`config.mk`:
```
export PLATFORM = sky130hd
export DESIGN_NAME = first_fit_stack_allocator
export DESIGN_NICKNAME = d
export VERILOG_FILES = /design/src/rtl/ffsa_pkg.sv /design/src/rtl/ffsa_ctrl.sv /design/src/rtl/ffsa_dpath.sv /design/src/rtl/first_fit_stack_allocator.sv
export SDC_FILE = /design/constraint.sdc
export NUM_CORES = 2
export LEC_CHECK = 0
export BUFFER_PORTS_ARGS = -buffer_cell sky130_fd_sc_hd__buf_4
export CAP_MARGIN = 20
export CORE_UTILIZATION = 40
export DETAILED_ROUTE_END_ITERATION = 12
export GPL_TIMING_DRIVEN = 1
export SYNTH_ARGS = -nofsm -noshare
export SYNTH_HDL_FRONTEND = slang
export SYNTH_SLANG_ARGS = --single-unit
```
`constraint.sdc`:
```
create_clock -name clk -period 9.5 [get_ports clk]
set_clock_uncertainty 0.15 [all_clocks]
set_input_delay 1.9 -clock clk [delete_from_list [all_inputs] [get_ports clk]]
set_output_delay 1.9 -clock clk [all_outputs]
set_load 0.01 [all_outputs]
```
`src/rtl/ffsa_pkg.sv`:
```
// ----------------------------------------------------------------------------
// ffsa_pkg
// Shared types and constants of the first-fit stack allocator.
// ----------------------------------------------------------------------------
package ffsa_pkg;

	localparam int MAX_SEGMENTS    = 64;
	localparam int ALIGN_BYTES     = 8;
	localparam int HEADER_BYTES    = 8;
	localparam int SPLIT_SPARE     = 64;
	localparam int POOL_SIZE_MAX   = 16777216;
	localparam int RESET_POOL_SIZE = 65536;

	localparam int SEG_IDX_W = $clog2(MAX_SEGMENTS);
	localparam int SEG_CNT_W = $clog2(MAX_SEGMENTS + 1);
	localparam int START_W   = 24;
	localparam int LEN_W     = 25;
	localparam int BYTES_W   = 24;
	localparam int ADDR_W    = 32;

	// result status codes
	localparam logic [1:0] ST_OK   = 2'd0;
	localparam logic [1:0] ST_ERR  = 2'd1;
	localparam logic [1:0] ST_FULL = 2'd2;

	// register indexes
	localparam logic [1:0] REG_POOL_BASE = 2'd0;
	localparam logic [1:0] REG_POOL_SIZE = 2'd1;

	// opcodes
	localparam logic OP_ALLOC = 1'b0;
	localparam logic OP_FREE  = 1'b1;

	typedef struct packed {
		logic [START_W-1:0] start;
		logic [LEN_W-1:0]   len;
	} seg_t;

	typedef struct packed {
		logic init_wr;
		logic cfg_wr;
		logic load;
		logic calc_off;
		logic check;
		logic scan;
		logic decide;
		logic shift;
		logic fin;
		logic emit;
	} dp_cmd_t;

	typedef struct packed {
		logic pre_err;
		logic scan_done;
		logic dec_err;
		logic dec_remove;
		logic dec_insert;
		logic shift_done;
		logic out_full;
	} dp_stat_t;

endpackage

```
`src/rtl/ffsa_ctrl.sv`:
```
// ----------------------------------------------------------------------------
// ffsa_ctrl
// Sequencer: steps one operation through offset, check, scan, update,
// table shift and result hand-off.
// ----------------------------------------------------------------------------
module ffsa_ctrl (
	input  logic              clk,
	input  logic              arst_n,
	input  logic              in_valid,
	output logic              in_ready,
	input  logic              cfg_valid,
	output logic              cfg_ready,
	output ffsa_pkg::dp_cmd_t cmd,
	input  ffsa_pkg::dp_stat_t stat
);

	typedef enum logic [3:0] {
		S_INIT, S_IDLE, S_OFFS, S_CHECK, S_SCAN, S_DECIDE, S_SHIFT, S_FIN, S_RESULT
	} state_t;

	state_t state_q;

	always_ff @(posedge clk or negedge arst_n) begin
		if (!arst_n) begin
			state_q <= S_INIT;
		end else begin
			case (state_q)
				S_INIT:   state_q <= S_IDLE;
				S_IDLE:   if (in_valid && !cfg_valid) state_q <= S_OFFS;
				S_OFFS:   state_q <= S_CHECK;
				S_CHECK:  state_q <= stat.pre_err ? S_RESULT : S_SCAN;
				S_SCAN:   if (stat.scan_done) state_q <= S_DECIDE;
				S_DECIDE: begin
					if (stat.dec_err)
						state_q <= S_RESULT;
					else if (stat.dec_remove || stat.dec_insert)
						state_q <= S_SHIFT;
					else
						state_q <= S_RESULT;
				end
				S_SHIFT:  if (stat.shift_done) state_q <= S_FIN;
				S_FIN:    state_q <= S_RESULT;
				S_RESULT: if (!stat.out_full) state_q <= S_IDLE;
				default:  state_q <= S_IDLE;
			endcase
		end
	end

	always_comb begin
		cmd          = '0;
		cmd.init_wr  = (state_q == S_INIT);
		cmd.cfg_wr   = (state_q == S_IDLE) && cfg_valid;
		cmd.load     = (state_q == S_IDLE) && in_valid && !cfg_valid;
		cmd.calc_off = (state_q == S_OFFS);
		cmd.check    = (state_q == S_CHECK);
		cmd.scan     = (state_q == S_SCAN);
		cmd.decide   = (state_q == S_DECIDE);
		cmd.shift    = (state_q == S_SHIFT);
		cmd.fin      = (state_q == S_FIN);
		cmd.emit     = (state_q == S_RESULT) && !stat.out_full;
	end

	assign in_ready  = (state_q == S_IDLE) && !cfg_valid;
	assign cfg_ready = (state_q == S_IDLE);

endmodule

```
`src/rtl/ffsa_dpath.sv`:
```
// ----------------------------------------------------------------------------
// ffsa_dpath
// Segment table memory, scan and shift engine, free-byte count, config
// registers and the result register.
// ----------------------------------------------------------------------------
module ffsa_dpath (
	input  logic                            clk,
	input  logic                            arst_n,
	input  ffsa_pkg::dp_cmd_t               cmd,
	output ffsa_pkg::dp_stat_t              stat,
	input  logic                            in_opcode,
	input  logic [ffsa_pkg::BYTES_W-1:0]    in_byte_count,
	input  logic [ffsa_pkg::ADDR_W-1:0]     in_stack_top,
	input  logic [1:0]                      cfg_index,
	input  logic [31:0]                     cfg_data,
	input  logic                            out_ready,
	output logic                            out_valid,
	output logic [1:0]                      out_status,
	output logic [ffsa_pkg::ADDR_W-1:0]     out_address,
	output logic [ffsa_pkg::LEN_W-1:0]      out_free_bytes
);

	localparam int IW = ffsa_pkg::SEG_IDX_W;
	localparam int CW = ffsa_pkg::SEG_CNT_W;
	localparam int LW = ffsa_pkg::LEN_W;
	localparam int SW = ffsa_pkg::START_W;
	localparam int AW = ffsa_pkg::ADDR_W;

	// segment table
	ffsa_pkg::seg_t mem [ffsa_pkg::MAX_SEGMENTS];
	ffsa_pkg::seg_t rdata_q;
	logic [IW-1:0]  raddr;
	logic           we;
	logic [IW-1:0]  waddr;
	ffsa_pkg::seg_t wdata;

	// config and running state
	logic [AW-1:0] base_q;
	logic [LW-1:0] size_q;
	logic [CW-1:0] cnt_q;
	logic [LW-1:0] total_q;

	// operation
	logic          op_q;
	logic          bzero_q;
	logic [AW-1:0] top_q;
	logic [LW-1:0] need_q;
	logic [AW-1:0] off_q;
	logic [1:0]    res_status_q;
	logic [AW-1:0] res_addr_q;

	// scan
	logic [CW-1:0]  ridx_q, cidx_q, fidx_q;
	logic           rv_q, primed_q, has_cur_q, has_prev_q;
	ffsa_pkg::seg_t cur_q, prev_q;
	logic [LW-1:0]  prev_end_q;

	// shift
	logic [CW-1:0] src_q, rem_q;
	logic          down_q, wv_q, ins_q, rm_q;
	logic [IW-1:0] wdst_q;

	// output
	logic          out_valid_q;
	logic [1:0]    out_status_q;
	logic [AW-1:0] out_addr_q;
	logic [LW-1:0] out_free_q;

	// block size rounding
	logic [LW:0] need_sum, need_rnd;
	assign need_sum = (LW+1)'(in_byte_count)
		+ (LW+1)'(ffsa_pkg::HEADER_BYTES + ffsa_pkg::ALIGN_BYTES - 1);
	assign need_rnd = (LW+1)'((need_sum / (LW+1)'(ffsa_pkg::ALIGN_BYTES))
		* (LW+1)'(ffsa_pkg::ALIGN_BYTES));

	// config saturation
	logic [LW-1:0] cfg_size;
	assign cfg_size = (cfg_data[LW-1:0] > LW'(ffsa_pkg::POOL_SIZE_MAX))
		? LW'(ffsa_pkg::POOL_SIZE_MAX) : cfg_data[LW-1:0];

	// pre-check
	logic [AW:0] off_end;
	assign off_end = (AW+1)'(off_q) + (AW+1)'(need_q);
	assign stat.pre_err = bzero_q || ((op_q == ffsa_pkg::OP_FREE) &&
		((top_q == '0) || (off_end > (AW+1)'(size_q))));

	// scan compare
	logic hit;
	assign hit = (op_q == ffsa_pkg::OP_FREE) ? (AW'(rdata_q.start) >= off_q)
		: (rdata_q.len >= need_q);
	assign stat.scan_done = primed_q && (!rv_q || hit);

	// decision
	logic [LW:0]   split_lim, blk_end;
	logic          split, ovl, mp, mn, full;
	logic [LW-1:0] taken;
	logic          dec_err_c, dec_remove_c, dec_insert_c;
	assign split_lim = (LW+1)'(need_q)
		+ (LW+1)'(ffsa_pkg::HEADER_BYTES + ffsa_pkg::SPLIT_SPARE);
	assign split     = (LW+1)'(cur_q.len) >= split_lim;
	assign taken     = split ? need_q : cur_q.len;
	assign blk_end   = (LW+1)'(off_q[LW-1:0]) + (LW+1)'(need_q);
	assign ovl = (has_prev_q && (prev_end_q > off_q[LW-1:0]))
		|| (has_cur_q && (blk_end > (LW+1)'(cur_q.start)));
	assign mp  = has_prev_q && (prev_end_q == off_q[LW-1:0]);
	assign mn  = has_cur_q && (blk_end == (LW+1)'(cur_q.start));
	assign full = !mp && !mn && (cnt_q >= CW'(ffsa_pkg::MAX_SEGMENTS));

	always_comb begin
		if (op_q == ffsa_pkg::OP_ALLOC) begin
			dec_err_c    = !has_cur_q;
			dec_remove_c = has_cur_q && !split;
			dec_insert_c = 1'b0;
		end else begin
			dec_err_c    = ovl || full;
			dec_remove_c = !ovl && mp && mn;
			dec_insert_c = !ovl && !mp && !mn && !full;
		end
	end

	assign stat.dec_err    = dec_err_c;
	assign stat.dec_remove = dec_remove_c;
	assign stat.dec_insert = dec_insert_c;

	assign stat.shift_done = (rem_q == '0) && !wv_q;
	assign stat.out_full   = out_valid_q;

	// memory ports
	assign raddr = cmd.scan ? ridx_q[IW-1:0] : src_q[IW-1:0];

	always_comb begin
		we    = 1'b0;
		waddr = '0;
		wdata = '0;
		if (cmd.init_wr) begin
			we         = 1'b1;
			wdata.len  = size_q;
		end else if (cmd.cfg_wr && (cfg_index == ffsa_pkg::REG_POOL_SIZE)) begin
			we         = 1'b1;
			wdata.len  = cfg_size;
		end else if (wv_q) begin
			we    = 1'b1;
			waddr = wdst_q;
			wdata = rdata_q;
		end else if (cmd.fin && ins_q) begin
			we          = 1'b1;
			waddr       = fidx_q[IW-1:0];
			wdata.start = off_q[SW-1:0];
			wdata.len   = need_q;
		end else if (cmd.decide && !dec_err_c) begin
			if (op_q == ffsa_pkg::OP_ALLOC) begin
				we          = split;
				waddr       = fidx_q[IW-1:0];
				wdata.start = cur_q.start + SW'(need_q);
				wdata.len   = cur_q.len - need_q;
			end else if (mp) begin
				we          = 1'b1;
				waddr       = IW'(fidx_q - CW'(1));
				wdata.start = prev_q.start;
				wdata.len   = mn ? (prev_q.len + need_q + cur_q.len) : (prev_q.len + need_q);
			end else if (mn) begin
				we          = 1'b1;
				waddr       = fidx_q[IW-1:0];
				wdata.start = off_q[SW-1:0];
				wdata.len   = cur_q.len + need_q;
			end
		end
	end

	always_ff @(posedge clk) begin
		if (we)
			mem[waddr] <= wdata;
		rdata_q <= mem[raddr];
	end

	// control state
	always_ff @(posedge clk or negedge arst_n) begin
		if (!arst_n) begin
			base_q      <= '0;
			size_q      <= LW'(ffsa_pkg::RESET_POOL_SIZE);
			cnt_q       <= CW'(1);
			total_q     <= LW'(ffsa_pkg::RESET_POOL_SIZE);
			rv_q        <= 1'b0;
			primed_q    <= 1'b0;
			has_prev_q  <= 1'b0;
			rem_q       <= '0;
			wv_q        <= 1'b0;
			out_valid_q <= 1'b0;
		end else begin
			if (cmd.cfg_wr) begin
				case (cfg_index)
					ffsa_pkg::REG_POOL_BASE: base_q <= cfg_data;
					ffsa_pkg::REG_POOL_SIZE: begin
						size_q  <= cfg_size;
						total_q <= cfg_size;
						cnt_q   <= (cfg_size != '0) ? CW'(1) : '0;
					end
					default: ;
				endcase
			end

			if (cmd.check) begin
				rv_q       <= 1'b0;
				primed_q   <= 1'b0;
				has_prev_q <= 1'b0;
			end else if (cmd.scan) begin
				rv_q     <= (ridx_q < cnt_q);
				primed_q <= 1'b1;
				if (primed_q && rv_q && !hit && (op_q == ffsa_pkg::OP_FREE))
					has_prev_q <= 1'b1;
			end

			if (cmd.decide && !dec_err_c) begin
				if (op_q == ffsa_pkg::OP_ALLOC)
					total_q <= total_q - taken;
				else
					total_q <= total_q + need_q;
				if (dec_remove_c)
					rem_q <= cnt_q - CW'(1) - fidx_q;
				else if (dec_insert_c)
					rem_q <= cnt_q - fidx_q;
			end else if (cmd.shift && (rem_q != '0)) begin
				rem_q <= rem_q - CW'(1);
			end
			wv_q <= cmd.shift && (rem_q != '0);

			if (cmd.fin) begin
				if (ins_q)
					cnt_q <= cnt_q + CW'(1);
				else if (rm_q)
					cnt_q <= cnt_q - CW'(1);
			end

			if (cmd.emit)
				out_valid_q <= 1'b1;
			else if (out_ready)
				out_valid_q <= 1'b0;
		end
	end

	// payload
	always_ff @(posedge clk) begin
		if (cmd.load) begin
			op_q         <= in_opcode;
			bzero_q      <= (in_byte_count == '0);
			top_q        <= in_stack_top;
			need_q       <= need_rnd[LW-1:0];
			res_status_q <= ffsa_pkg::ST_OK;
			res_addr_q   <= '0;
		end
		if (cmd.calc_off)
			off_q <= top_q + AW'(ffsa_pkg::HEADER_BYTES) - AW'(need_q) - base_q;
		if (cmd.check) begin
			ridx_q <= '0;
			if (stat.pre_err)
				res_status_q <= ffsa_pkg::ST_ERR;
		end
		if (cmd.scan) begin
			ridx_q <= ridx_q + CW'(1);
			cidx_q <= ridx_q;
			if (primed_q && rv_q && !hit && (op_q == ffsa_pkg::OP_FREE)) begin
				prev_q     <= rdata_q;
				prev_end_q <= LW'(rdata_q.start) + rdata_q.len;
			end
			if (stat.scan_done) begin
				has_cur_q <= rv_q && hit;
				fidx_q    <= (rv_q && hit) ? cidx_q : cnt_q;
				cur_q     <= rdata_q;
			end
		end
		if (cmd.decide) begin
			ins_q  <= !dec_err_c && dec_insert_c;
			rm_q   <= !dec_err_c && dec_remove_c;
			down_q <= dec_remove_c;
			src_q  <= dec_remove_c ? (fidx_q + CW'(1)) : (cnt_q - CW'(1));
			if (dec_err_c)
				res_status_q <= full && (op_q == ffsa_pkg::OP_FREE) && !ovl
					? ffsa_pkg::ST_FULL : ffsa_pkg::ST_ERR;
			else if (op_q == ffsa_pkg::OP_ALLOC)
				res_addr_q <= base_q + AW'(cur_q.start) + AW'(taken)
					- AW'(ffsa_pkg::HEADER_BYTES);
		end
		if (cmd.shift && (rem_q != '0)) begin
			src_q  <= down_q ? (src_q + CW'(1)) : (src_q - CW'(1));
			wdst_q <= down_q ? IW'(src_q - CW'(1)) : IW'(src_q + CW'(1));
		end
		if (cmd.emit) begin
			out_status_q <= res_status_q;
			out_addr_q   <= res_addr_q;
			out_free_q   <= total_q;
		end
	end

	assign out_valid      = out_valid_q;
	assign out_status     = out_status_q;
	assign out_address    = out_addr_q;
	assign out_free_bytes = out_free_q;

endmodule

```
`src/rtl/first_fit_stack_allocator.sv`:
```
// ----------------------------------------------------------------------------
// first_fit_stack_allocator
// Stack pool allocator: first-fit allocate with split, address-ordered free
// with coalescing, over a table of up to 64 free segments.
// ----------------------------------------------------------------------------
//
//  channel  | direction | tdata / data                       | tuser / index
//  ---------+-----------+------------------------------------+--------------
//  s_axis   | in        | [23:0] byte_count, [55:24] stack_top | opcode
//  m_axis   | out       | [31:0] address, [56:32] free_bytes   | status
//  cfg      | in        | 32-bit register value               | 0 base, 1 size
//
// One beat at a time. An item steps through offset, check, a scan of the
// table entries (first fit, or up to the insert point), and a move of
// entries when a segment is removed or inserted; scan and move go entry by
// entry, set by the single read port of the segment memory. After reset
// the block writes the first segment before it takes items. A finished
// result sits in the output register while the next item is taken; a
// stalled m_axis holds the following result back. Config writes are taken
// only while no item is in progress.
// ----------------------------------------------------------------------------
module first_fit_stack_allocator (
	input  logic        clk,
	input  logic        arst_n,
	// input items
	input  logic        s_axis_tvalid,
	output logic        s_axis_tready,
	input  logic [55:0] s_axis_tdata,   // [23:0] byte_count, [55:24] stack_top
	input  logic        s_axis_tuser,   // opcode: 0 allocate, 1 free
	// results
	output logic        m_axis_tvalid,
	input  logic        m_axis_tready,
	output logic [63:0] m_axis_tdata,   // [31:0] address, [56:32] free_bytes, rest zero
	output logic [1:0]  m_axis_tuser,   // status
	// configuration writes
	input  logic        cfg_valid,
	output logic        cfg_ready,
	input  logic [1:0]  cfg_index,
	input  logic [31:0] cfg_data
);

	ffsa_pkg::dp_cmd_t  cmd;
	ffsa_pkg::dp_stat_t stat;

	logic [ffsa_pkg::ADDR_W-1:0] out_address;
	logic [ffsa_pkg::LEN_W-1:0]  out_free_bytes;

	ffsa_ctrl u_ctrl (
		.clk       (clk),
		.arst_n    (arst_n),
		.in_valid  (s_axis_tvalid),
		.in_ready  (s_axis_tready),
		.cfg_valid (cfg_valid),
		.cfg_ready (cfg_ready),
		.cmd       (cmd),
		.stat      (stat)
	);

	ffsa_dpath u_dpath (
		.clk            (clk),
		.arst_n         (arst_n),
		.cmd            (cmd),
		.stat           (stat),
		.in_opcode      (s_axis_tuser),
		.in_byte_count  (s_axis_tdata[23:0]),
		.in_stack_top   (s_axis_tdata[55:24]),
		.cfg_index      (cfg_index),
		.cfg_data       (cfg_data),
		.out_ready      (m_axis_tready),
		.out_valid      (m_axis_tvalid),
		.out_status     (m_axis_tuser),
		.out_address    (out_address),
		.out_free_bytes (out_free_bytes)
	);

	assign m_axis_tdata = {7'd0, out_free_bytes, out_address};

endmodule

```
After elaboration in Yosys (flattened, before gate mapping)
Memory sizes are Yosys's and may differ from the RTL's. A register that Yosys moved wholly into a read port is not among the register bits. Cells that the tools add are included. Widths: inputs -> output; s select.

Input bits: 96. Bits in writable memories: 3136. Register bits: 447. Memories: 1.

Equality and inequality tests: 16. Reductions and logical operators: 73. Order comparisons: 9. Add/subtract/negate cells: 28. Multiplexer cells: 85.

Memory list: u_dpath.mem (words 64, width 49, rd ports 1, clocked after Yosys merged registers in 1, wr ports 1, line ffsa_dpath.sv:30) `ffsa_pkg::seg_t mem [ffsa_pkg::MAX_SEGMENTS];`.

Operator list (count): $mux 49 (6); $mux 25 (9); $mux 32 (4); $mux 7 (16); $add 25x25->25 (4); $mux 6 (10); $sub 25x25->25 (2); $mux 24 (2); $add 32x25->33 (1); $gt 33x25->1 (1); $logic_and 1x1->1 (33); $add 32x24->32 (1); $add 32x25->32 (1); $add 32x4->32 const B (1); $ge 24x32->1 (1); $logic_not 32->1 (1); $pmux 4 s8 (1); $sub 32x25->32 (1); $sub 32x32->32 (1); $sub 32x4->32 const B (1); $add 7x1->7 const B (4); $mux 4 (7); $add 25x25->26 (1); $add 25x7->26 const B (1); other kinds (36) (101).

Depth between registers and ports, before layout
Depth after elaboration: 17. Mapped depth: 34. Gate-level depth less buffers: 32.

Modules after synthesis
A second synthesis with hierarchy kept.

Cell total of the unflattened synthesis: 9803. Area, all modules: 158698.5 µm².

By module, submodules not included: ffsa_dpath (times used 1, area each 158285.6 µm², seq. area each 107581.9 µm², cells an instance 9748); ffsa_ctrl (times used 1, area each 356.6 µm², seq. area each 100.1 µm², cells an instance 47); first_fit_stack_allocator (times used 1, area each 56.3 µm², seq. area each 0.0 µm², cells an instance 8).

Least setup slack after synthesis
No wires, ideal clock.

Kind: register to register. Start point: register u_dpath.need_q[4]. End point: memory u_dpath.mem[0][13] (netlist bit) (data pin). Data required time: 8.342 ns. Period minus slack after synthesis: 10.245 ns. Setup slack: -0.745 ns. Setup time: 1.008 ns. Arrival time: 9.087 ns. Cell stages (with the launch flop): 25. Buffers on the path: 1. Path through: edfxtp_1 > inv_1 > fa_1 > nor2b_4 > o31a_2 > o41ai_2 > a21oi_1 > a21boi_0 > nor2b_1 > o21ai_0 > nand2b_1 > a21o_1 > a21oi_1 > xnor2_1 > ha_1 > nand4_1 > nor4_1 > and2_1 > nor3_1 > a2bb2oi_1 > o211ai_1 > nand3_1 > nand4_2 > clkbuf_1 > o311ai_0.

RTL lines: start, declared (line ffsa_dpath.sv:47) `logic [LW-1:0] need_q;`; start signal, assigned (line ffsa_dpath.sv:247) `need_q <= need_rnd[LW-1:0];`; end, declared (line ffsa_dpath.sv:30).

Final worst setup path
Start point: register u_dpath.need_q[4]. End point: register u_dpath.res_addr_q[24].

Cells in the longest elaborated chain, start to end: 10. Elaborated cells on any way between the ends: 19.

Ends and longest elaborated chain: parallel branches: the longest is 8 deep, another holds $add 32x25->32; $mux 32 (*) (line ffsa_dpath.sv:276) `if (dec_err_c)`; $mux 32 (*) (line ffsa_dpath.sv:271) `if (cmd.decide) begin`; end signal, assigned (line ffsa_dpath.sv:280) `res_addr_q <= base_q + AW'(cur_q.start) + AW'(taken)`; end, declared (line ffsa_dpath.sv:50) `logic [AW-1:0] res_addr_q;`.

Mark *: on every way between the ends. A chain may end at the register's enable or synchronous reset.

==> flow_summary_export.csv <==
group,metric,value,unit
status,status,"completed",
floorplanning,die-area,400000,um^2
timing,hold_viol_final,0,
pwr,p_switching,15.9,mW
finish,nNetsFinal,10748,
floorplanning,start_util,0.402,
worst_setup_path,cp-startpoint,"u_dpath.need_q[4]",
worst_setup_path,path_class,"flip-flop to flip-flop",
worst_setup_path,cp-end-kind,"flip-flop",
cts,h-tree-depth,5,
finish,drive_gt1_frac,0.192,
job,cap_violations,0,
finish,area_delta_synth_final,13.9,%
timing,maxSlewViolCount,0,
detailed_routing,drt_iter0_drc,10023,
worst_hold_path,hold_class,"flip-flop to flip-flop",
cts,clkTransAtPathRegs,70,ps
worst_setup_path,worst-path-max-fanout,9,
cts,cts_tree,"built",
synth,avgSynthCellArea,16.4,um^2
worst_setup_path,timing.rr.start,"u_dpath.need_q[4]",
place,dpl.hpwl,296,mm
global_routing,grt_pass1_wl,683,mm
timing,slew_headroom,0.184,
cts,clock_path_buffers,4,
pwr,power.density,267,nW/um^2
pwr,comb_power_share,0.290,
timing,timing.final.ws_setup,995,ps
worst_setup_path,crit_family,"compound AO/OA/AOI/OAI gates",
floorplanning,fp.dieW,632,um
pwr,irDropWorstVdd,173,uV
detailed_routing,firstDrtPassIters,6,
global_routing,grt_overflow_total,0,
worst_setup_path,rrSetupSlack,990,ps
synth,synthCells,9699,
place,gp_congestion,0.912,
global_routing,grt_pass1_vias,94459,
worst_setup_path,cp-endpoint,"u_dpath.res_addr_q[24]",
floorplanning,rows,231,
cts,cts_setup_buffers,0,
worst_setup_path,worst-path-stages,31,
synth,ys_ff_latch,3631,
worst_setup_path,path_buf_inv,2,
place,placedCellCount,14958,
synth,async_reset_ff_frac,0.0289,
global_routing,grt_util_all_layers,0.236,
detailed_routing,routed_wl,480,mm
synth,synth_edf_count,3443,
place,numPortBuffers,157,
detailed_routing,antenna_left,0,
cts,clockRootBuffer,"clkbuf_16",
global_routing,grt_max_degree,94,
pwr,power_leakage,62.8,nW
timing,setup_viol,0,
synth,syn_area,159000,um^2
pwr,p_int,32.4,mW
cts,cts-buffers-inserted,379,
timing,hold_ws,278,ps
synth,yosys_warnings,0,
worst_setup_path,required,10140,ps
floorplanning,core_area,396000,um^2
worst_setup_path,setup.worst_path.start_class,"flip-flop",
finish,stdcell_count,15663,
pwr,total_power,48.3,mW
floorplanning,fp.dieH,632,um
place,place_ws,1040,ps
detailed_routing,post-route-drc-count,0,
timing,post-route-period-util,0.895,
detailed_routing,via_count,93540,
timing,tightestPinTransition,1220,ps
pwr,swShare,0.329,
worst_setup_path,cpMaxStageDelayCell,"or4_1",
finish,seq_area,108000,um^2
detailed_routing,drt-vias-per-instance,5.97,
synth,synth_top_flop_cell,"edfxtp_1",
pwr,seqPwrFrac,0.415,
worst_setup_path,reg2regPathDepth,31,
finish,nFillCells,33724,
finish,multi_input_area,49200,um^2
cts,cts.sinks,3631,
cts,clkLatencyLatePin,960,ps
cts,hold_buffers,0,
global_routing,antenna_found_initial,17,
worst_setup_path,cpPeakStageDelay,580,ps
pwr,clockPowerShare,0.295,
timing,tns,0,ps
timing,max_freq,0.118,GHz
timing,rsz0062_at_grt,"no",
floorplanning,io_pins,165,
synth,ys_types,108,
detailed_routing,wl_per_cell,30.6,um
worst_setup_path,crit_arrival,9150,ps
timing,min_period,8510,ps
worst_setup_path,rr_endpoint,"u_dpath.res_addr_q[24]",
synth,synth-seq-area-share,0.678,
cts,cts_resized,0,
[how the worst min path moves through the flow]
stage,from,end,slack [ps],cells past startpoint
after floorplan,u_dpath.res_addr_q[0],u_dpath.out_address[0],260,0
after global placement,u_dpath.res_addr_q[5],u_dpath.out_address[5],260,0
after detailed placement,u_dpath.res_addr_q[13],u_dpath.out_address[13],270,0
after CTS,u_dpath.res_addr_q[10],u_dpath.out_address[10],260,0
after global routing,u_dpath.res_addr_q[10],u_dpath.out_address[10],280,0
final,u_dpath.res_addr_q[10],u_dpath.out_address[10],280,0
[area by class of cell]
cell class,count,share of cell area
inverters,310,0.00643
diodes,7,0.0000968
multi-input cells,5286,0.272
well taps,5242,0.0362
clock inverters,219,0.00982
flip-flops and latches,3631,0.595
clock buffers,470,0.0550
repair buffers,498,0.0254
[routing by layer]
| metal | GRT usage | wire, um | vias up |
|---|---|---|---|
| li1 | - | - | 39441 |
| met1 | 0.321 | 197000 | 49275 |
| met2 | 0.392 | 231000 | 4043 |
| met3 | 0.0353 | 35900 | 777 |
| met4 | 0.0738 | 16100 | 4 |
| met5 | 0 | 34 | - |
[cells in the mapped netlist (all sizes together), types with 102 or more instances]
master,number,share of area
clkbuf,320,0.0076
a311oi,156,0.0087
ha,487,0.038
a21o,118,0.0056
xnor2,196,0.011
inv,305,0.0072
nand2,812,0.019
mux4,784,0.11
nor3,151,0.0048
buf,158,0.0049
and2,174,0.0068
o21ai,307,0.0097
nor2,336,0.0079
edfxtp,3443,0.65
dfrtp,102,0.016
a211oi,199,0.0095
nand3,185,0.0059
a21oi,423,0.013
[logic make-up after synthesis]
kind of cell	Yosys count	share of synthesized area
compound gates	1682	0.0710
xor+xnor	293	0.0161
fa+ha+maj	546	0.0458
buf+inv	788	0.0198
flops	3631	0.678
mux	810	0.113
other cells	1	0.0000236
simple gates	1948	0.0568
[stage by stage]
step / util / instance area, um^2
detailed placement: 0.427 / 169000
CTS: 0.457 / 181000
floorplan: - / 159000
global placement: 0.427 / 169000
global route: 0.457 / 181000
finish: 0.457 / 181000
[flip-flops by register name, indices dropped and copies added, names as in the netlist, 4 cells and up]
name,flops
u_ctrl.state_q,4
u_dpath.base_q,32
u_dpath.cidx_q,7
u_dpath.cnt_q,7
u_dpath.cur_q,49
u_dpath.fidx_q,7
u_dpath.mem,3136
u_dpath.need_q,22
u_dpath.off_q,32
u_dpath.out_address,32
u_dpath.out_free_bytes,25
u_dpath.prev_end_q,25
u_dpath.prev_q,49
u_dpath.rdata_q,49
u_dpath.rem_q,7
u_dpath.res_addr_q,32
u_dpath.ridx_q,7
u_dpath.size_q,25
u_dpath.src_q,6
u_dpath.top_q,32
u_dpath.total_q,25
u_dpath.wdst_q,6
[placed cells by master, fill, tap and decap left out, types with 48 or more instances in the layout]
| cell type | n |
|---|---|
| nand2_1 | 806 |
| a31oi_1 | 89 |
| clkinv_1 | 93 |
| a211oi_1 | 193 |
| clkbuf_1 | 82 |
| a21oi_1 | 404 |
| nor2_1 | 280 |
| edfxtp_1 | 3443 |
| xnor2_1 | 196 |
| dfxtp_1 | 83 |
| buf_4 | 425 |
| clkbuf_16 | 382 |
| buf_12 | 66 |
| dfrtp_1 | 101 |
| o21a_1 | 54 |
| mux4_2 | 784 |
| o21ai_0 | 292 |
| inv_1 | 301 |
| ha_1 | 487 |
| and2_1 | 171 |
| xor2_1 | 97 |
| nor2_4 | 55 |
| nand3_1 | 183 |
| nand4_1 | 48 |
| a311oi_1 | 154 |
| a21o_1 | 117 |
| fa_1 | 59 |
| clkinv_2 | 57 |
| nor3_1 | 131 |
| and3_1 | 60 |
[power groups by stage]
stage / Combinational [mW] / Clock [mW] / Sequential (mW)
4_1_cts: 14.0 / 14.5 / 20.0
5_1_grt: 15.2 / 15.1 / 20.1
2_1_floorplan: 8.93 / 0 / 20.0
6_report: 14.0 / 14.3 / 20.0
3_3_place_gp: 13.8 / 0 / 20.3
3_5_place_dp: 13.9 / 0 / 20.3
(Power assumes the default switching activity.)
